--- src/sv/wfa_pkg.sv ---
// shared types and constants for the wfa pixel decoder
// no dependencies; imported by wfa_mac and wfa_pixel_decoder_unit
package wfa_pkg;

    localparam int DEF_MAX_STATES  = 8;
    localparam int DEF_MAX_LEVELS  = 10;
    localparam int DEF_WEIGHT_W    = 24;

    // running vector format: signed, 16 fraction bits
    localparam int VEC_W    = 40;
    localparam int FRAC_W   = 16;
    // vector element is split into a signed high part and an unsigned low part
    localparam int SPLIT_W  = 20;
    localparam int OPND_W   = VEC_W - SPLIT_W + 1;

    localparam int FIELD_IDX_W = 3;
    localparam int WEIGHT_IN_W = 24;
    localparam int COORD_W     = 10;
    localparam int GRAY_W      = 8;
    localparam int CFG_IDX_W   = 2;
    localparam int CFG_DATA_W  = 4;

    localparam logic [CFG_IDX_W-1:0] CFG_LEVELS = 2'd0;
    localparam logic [CFG_IDX_W-1:0] CFG_STATES = 2'd1;

    localparam logic OP_WRITE  = 1'b0;
    localparam logic OP_DECODE = 1'b1;

    localparam logic [FIELD_IDX_W-1:0] SEL_FINAL = 3'd4;

    localparam logic [CFG_DATA_W-1:0] LEVELS_RESET = 4'd9;
    localparam logic [CFG_DATA_W-1:0] STATES_RESET = 4'd1;

    typedef enum logic [1:0] {
        S_IDLE,
        S_ISSUE,
        S_DRAIN
    } seq_state_t;

    // control that travels with one operand pair into the multiply-accumulate
    typedef struct packed {
        logic valid;
        logic half;   // 1: low part of the vector element, 0: high part
        logic last;   // last product of this dot product
    } mac_ctrl_t;

endpackage

--- src/sv/wfa_mac.sv ---
// shared multiply-accumulate for the wfa pixel decoder dot products
// depends on wfa_pkg; exact split product sums, floor shift, saturation, gray clamp
module wfa_mac #(
    parameter int MAX_STATES   = wfa_pkg::DEF_MAX_STATES,
    parameter int WEIGHT_WIDTH = wfa_pkg::DEF_WEIGHT_W
) (
    input  logic                                  clk,
    input  logic                                  rst_n,
    input  wfa_pkg::mac_ctrl_t                    ctrl,
    input  logic                                  clear,
    input  logic signed [wfa_pkg::VEC_W-1:0]      vec_el,
    input  logic signed [WEIGHT_WIDTH-1:0]        weight,
    output logic                                  done,
    output logic signed [wfa_pkg::VEC_W-1:0]      vec_sat,
    output logic                                  vec_ovf,
    output logic [wfa_pkg::GRAY_W-1:0]            gray,
    output logic                                  gray_ovf
);
    import wfa_pkg::*;

    localparam int SW     = (MAX_STATES > 1) ? $clog2(MAX_STATES) : 1;
    localparam int PROD_W = OPND_W + WEIGHT_WIDTH;
    localparam int ACC_W  = PROD_W + SW + 1;
    localparam int SUM_A  = ACC_W + (SPLIT_W - FRAC_W);
    localparam int SUM_W  = (SUM_A > VEC_W + 1) ? SUM_A : VEC_W + 1;

    logic signed [OPND_W-1:0] opnd;
    logic signed [PROD_W-1:0] prod_reg;
    mac_ctrl_t                ctrl2_reg;
    logic signed [ACC_W-1:0]  hi_reg;
    logic signed [ACC_W-1:0]  lo_reg;
    logic                     done_reg;
    logic signed [SUM_W-1:0]  sum;
    logic                     upper_zero;
    logic                     upper_ones;

    assign opnd = ctrl.half ? $signed({1'b0, vec_el[SPLIT_W-1:0]})
                            : $signed({vec_el[VEC_W-1], vec_el[VEC_W-1:SPLIT_W]});

    always_ff @(posedge clk)
    begin
        prod_reg <= opnd * weight;
    end

    always_ff @(posedge clk or negedge rst_n)
    begin
        if (!rst_n)
        begin
            ctrl2_reg <= '0;
            done_reg  <= 1'b0;
            hi_reg    <= '0;
            lo_reg    <= '0;
        end
        else
        begin
            ctrl2_reg <= ctrl;
            done_reg  <= ctrl2_reg.valid && ctrl2_reg.last;
            if (clear)
            begin
                hi_reg <= '0;
                lo_reg <= '0;
            end
            else if (ctrl2_reg.valid)
            begin
                if (ctrl2_reg.half)
                    lo_reg <= lo_reg + ACC_W'(prod_reg);
                else
                    hi_reg <= hi_reg + ACC_W'(prod_reg);
            end
        end
    end

    // floor(sum / 2^16) = hi * 16 + floor(lo / 2^16)
    assign sum = (SUM_W'(hi_reg) <<< (SPLIT_W - FRAC_W)) + SUM_W'(lo_reg >>> FRAC_W);

    assign upper_zero = (sum[SUM_W-1:VEC_W-1] == '0);
    assign upper_ones = (sum[SUM_W-1:VEC_W-1] == '1);

    always_comb
    begin
        vec_ovf = !(upper_zero || upper_ones);
        if (!vec_ovf)
            vec_sat = sum[VEC_W-1:0];
        else if (sum[SUM_W-1])
            vec_sat = {1'b1, {(VEC_W-1){1'b0}}};
        else
            vec_sat = {1'b0, {(VEC_W-1){1'b1}}};
    end

    always_comb
    begin
        gray_ovf = 1'b1;
        if (sum[SUM_W-1])
            gray = '0;
        else if (sum[SUM_W-1:GRAY_W] != '0)
            gray = '1;
        else
        begin
            gray     = sum[GRAY_W-1:0];
            gray_ovf = 1'b0;
        end
    end

    assign done = done_reg;

endmodule

--- config.mk ---
export PLATFORM = sky130hd
export DESIGN_NAME = wfa_mac
export DESIGN_NICKNAME = d
export VERILOG_FILES = /design/src/sv/wfa_pkg.sv /design/src/sv/wfa_mac.sv
export SDC_FILE = /design/constraint.sdc
export NUM_CORES = 2
export LEC_CHECK = 0
export BUFFER_PORTS_ARGS = -buffer_cell sky130_fd_sc_hd__buf_2
export CAP_MARGIN = 0
export CORE_MARGIN = 3
export CORE_UTILIZATION = 64
export CTS_CLUSTER_SIZE = 16
export DETAILED_ROUTE_END_ITERATION = 16
export GPL_TIMING_DRIVEN = 0
export PLACE_DENSITY = 0.82
export RECOVER_POWER = 100
export SYNTH_ARGS = -nofsm -noshare
export SYNTH_HDL_FRONTEND = slang
export SYNTH_SLANG_ARGS = --single-unit
--- constraint.sdc ---
create_clock -name clk -period 5.9 [get_ports clk]
set_input_delay 0.59 -clock clk [delete_from_list [all_inputs] [get_ports clk]]
set_output_delay 0.59 -clock clk [all_outputs]
set_load 0.1 [all_outputs]
==> metrics.yaml <==
cp.arrival_ns: 7.48
via_count: 28900
syn_area_um2: 32500
synth_fa_ha_area_share_pct: 42.1
yosys.area.top_type: "fa_1"
grt_pass1_wl_mm: 157
synth-seq-cells: 147
clock_skew_ns: 0.0130
h-tree-depth: 4
areaGrowthSynthToFinish_pct: 13.8
crit_path_end_kind: "flip-flop"
syn-instance-count: 3882
cts_tree: "done"
dieArea_um2: 53500
synth_flop_cell: "dfrtp_1"
first_pass_iters: 6
maxCapViolations: 0
rr_endpoint: "hi_reg[48]$_DFFE_PN0P_"
final.setup.worst_slack_ns: -1.27
required_ns: 6.21
hold_class: "primary input to asynchronous set/reset pin"
antenna_found_initial: 2
worstReg2RegStart: "hi_reg[0]$_DFFE_PN0P_"
hold_viol: 0
async_flop_share_pct: 69.4
r2r_setup_slack_ns: 1.33
r2r_cells: 15
clock_sinks: 147
grt_overflow: 0
finalCritPeriodShare_pct: 121
portBuffers: 119
drc_errors: 0
seqCellArea_um2: 3460
worstSetupPathType: "primary input to flip-flop"
layout.nets: 4960
clkTransAtPathRegs_ns: 0.07
min_period_ns: 7.17
coreArea_um2: 49600
dieHeight_um: 231
avgViaCountPerCell: 6.03
wl_per_cell_um: 20.9
syn_nets: 4732
start_kind: "primary input"
ys_seq_area_share_pct: 10.6
io_pins: 121
fin_util_pct: 74.5
outcome: "finished with violations"
routed_wl_mm: 100
slew_headroom_pct: 20.4
grt_pass1_vias: 29500
gp_congestion: 1.02
synth_compound_area_share_pct: 14.5
ctsHoldBuffers: 0
netlist.area_leader.share_pct: 32.0
synth_most_common_cell: "inv_1"
ys_warn_count: 0
drt_iter0_markers: 2705
die_w_um: 231
fill_cells: 3502
start_util_pct: 65.5
cts_root_buf: "clkbuf_16"
clock_latency_ns: 0.45
slew_violations: 0
netlist_top_cells_area: "fa_1, ha_1, dfrtp_1"
syn_area_per_cell_um2: 8.36
synth_common_cells: "inv_1, nand2_1, fa_1"
rsz0062_at_grt: "true"
synth_edf_count: 0
synth-xor-area-share_pct: 4.37
grt_max_degree: 55
synth_simple_gate_area_share_pct: 18.0
cts-buffers-inserted: 17
synth_top_family_by_area: "adder cells"
setup_viol: 30
ant_nets: 0
tightest_slew_ns: 1.18
globalRouteTotalUtil_pct: 37.5
muxShareOfSynthArea_pct: 0.964
synth_cell_types: 76
dp_hpwl_mm: 79.8
drive_above_1_share_pct: 12.6
antenna_cells: 0
max_freq_ghz: 0.140
multi_input_area_um2: 26800
rows: 81
violations: "negative setup slack"
cp_max_fo: 7
cts.path.max_buffers: 2
cells in the final DEF, fill, tap and decap left out, drive strengths merged, types with 11 or more instances in the layout:
| cell | netlist | layout |
|---|---|---|
| and2 | 155 | 155 |
| o21a | 30 | 30 |
| and3 | 32 | 32 |
| inv | 643 | 649 |
| o211ai | 28 | 28 |
| xnor2 | 121 | 121 |
| ha | 261 | 261 |
| a21o | 122 | 122 |
| mux2i | 11 | 11 |
| dfrtp | 102 | 102 |
| nand2b | 38 | 38 |
| nand3 | 63 | 63 |
| buf | 19 | 219 |
| or3 | 18 | 18 |
| nor2b | 79 | 79 |
| o21bai | 35 | 35 |
| dfxtp | 45 | 45 |
| nand2 | 554 | 554 |
| a211oi | 34 | 34 |
| nor3 | 45 | 45 |
| nand4 | 30 | 30 |
| xor2 | 41 | 41 |
| nor2 | 129 | 129 |
| o21ai | 99 | 99 |
| a31oi | 20 | 20 |
| a21oi | 268 | 268 |
| clkbuf | 160 | 187 |
| fa | 519 | 519 |
| mux2 | 18 | 18 |
routing by layer:
layer	up-vias	global-route usage (%)	share of wire (%)
met1	13900	47.0	38
met5	-	0	0.011
met3	404	6.27	9.1
li1	13000	-	-
met2	1557	62.3	46
met4	2	20.8	6.9
worst max-delay path: stages:
cell and delay [ns]:
buf_12 0.12, buf_12 0.13, mux2i_4 0.21, buf_6 0.14
buf_8 0.14, nor2b_1 0.26, fa_1 0.50, fa_1 0.52
inv_1 0.05, fa_1 0.47, inv_1 0.05, fa_1 0.46
fa_1 0.57, fa_1 0.42, fa_1 0.53, ha_4 0.23
a21o_1 0.18, a21o_1 0.19, a21o_1 0.17, a21o_1 0.16
a21o_1 0.17, a311o_1 0.35, a21oi_4 0.17, o211ai_1 0.19
a21oi_2 0.18, buf_6 0.13, o21ai_2 0.06, xnor2_1 0.14
logic make-up after synthesis:
group,count (synthesis)
multiplexers,29
buffers and inverters,822
XOR/XNOR,162
AO/OA/AOI/OAI,733
adder cells (fa/ha/maj),780
AND/OR/NAND/NOR,1209
flip-flops,147
timing repair:
item,in CTS,in global routing
endpoints found under the setup margin,80,81
gates cloned,1,2
resized for setup,217,125
pin swaps,60,35
buffers inserted,64,32
per-stage QoR:
stage	instances	hold WS, ns	worst slack (ns)	area, um^2	TNS [ns]
final	4787	0.177	-1.27	36900	-26.39
after global routing	4787	0.235	-1.47	36900	-32.23
after CTS	4759	0.200	-1.15	36300	-21.59
after detailed placement	4666	0.442	-2.31	34300	-57.43
after global placement	4665	0.432	-2.33	34300	-55.58
after floorplan	3882	0.294	-1.10	32900	-18.94
cell type report:
type	instances	share of cell area [%]
multi-input combinational	2913	72.6
tap	664	2.25
clock buffer	18	1.22
buffer	170	3.10
sequential	147	9.36
timing repair buffer	218	4.48
inverter	643	6.56
clock inverter	14	0.430
how the worst max path moves through the flow:
stage | from | to | slack (ns) | cells after the start
finish | ctrl[1] | prod_reg[44]$_DFF_P_ | -1.27 | 28
global route | ctrl[1] | prod_reg[40]$_DFF_P_ | -1.47 | 28
CTS | ctrl[1] | prod_reg[41]$_DFF_P_ | -1.15 | 25
detailed placement | ctrl[1] | prod_reg[44]$_DFF_P_ | -2.31 | 26
global placement | ctrl[1] | prod_reg[44]$_DFF_P_ | -2.33 | 26
floorplan | ctrl[1] | prod_reg[40]$_DFF_P_ | -1.10 | 27
Power is left out: the tool's default activity adds up to more than one toggle a clock period on the data nets, which glitch-free logic cannot reach.
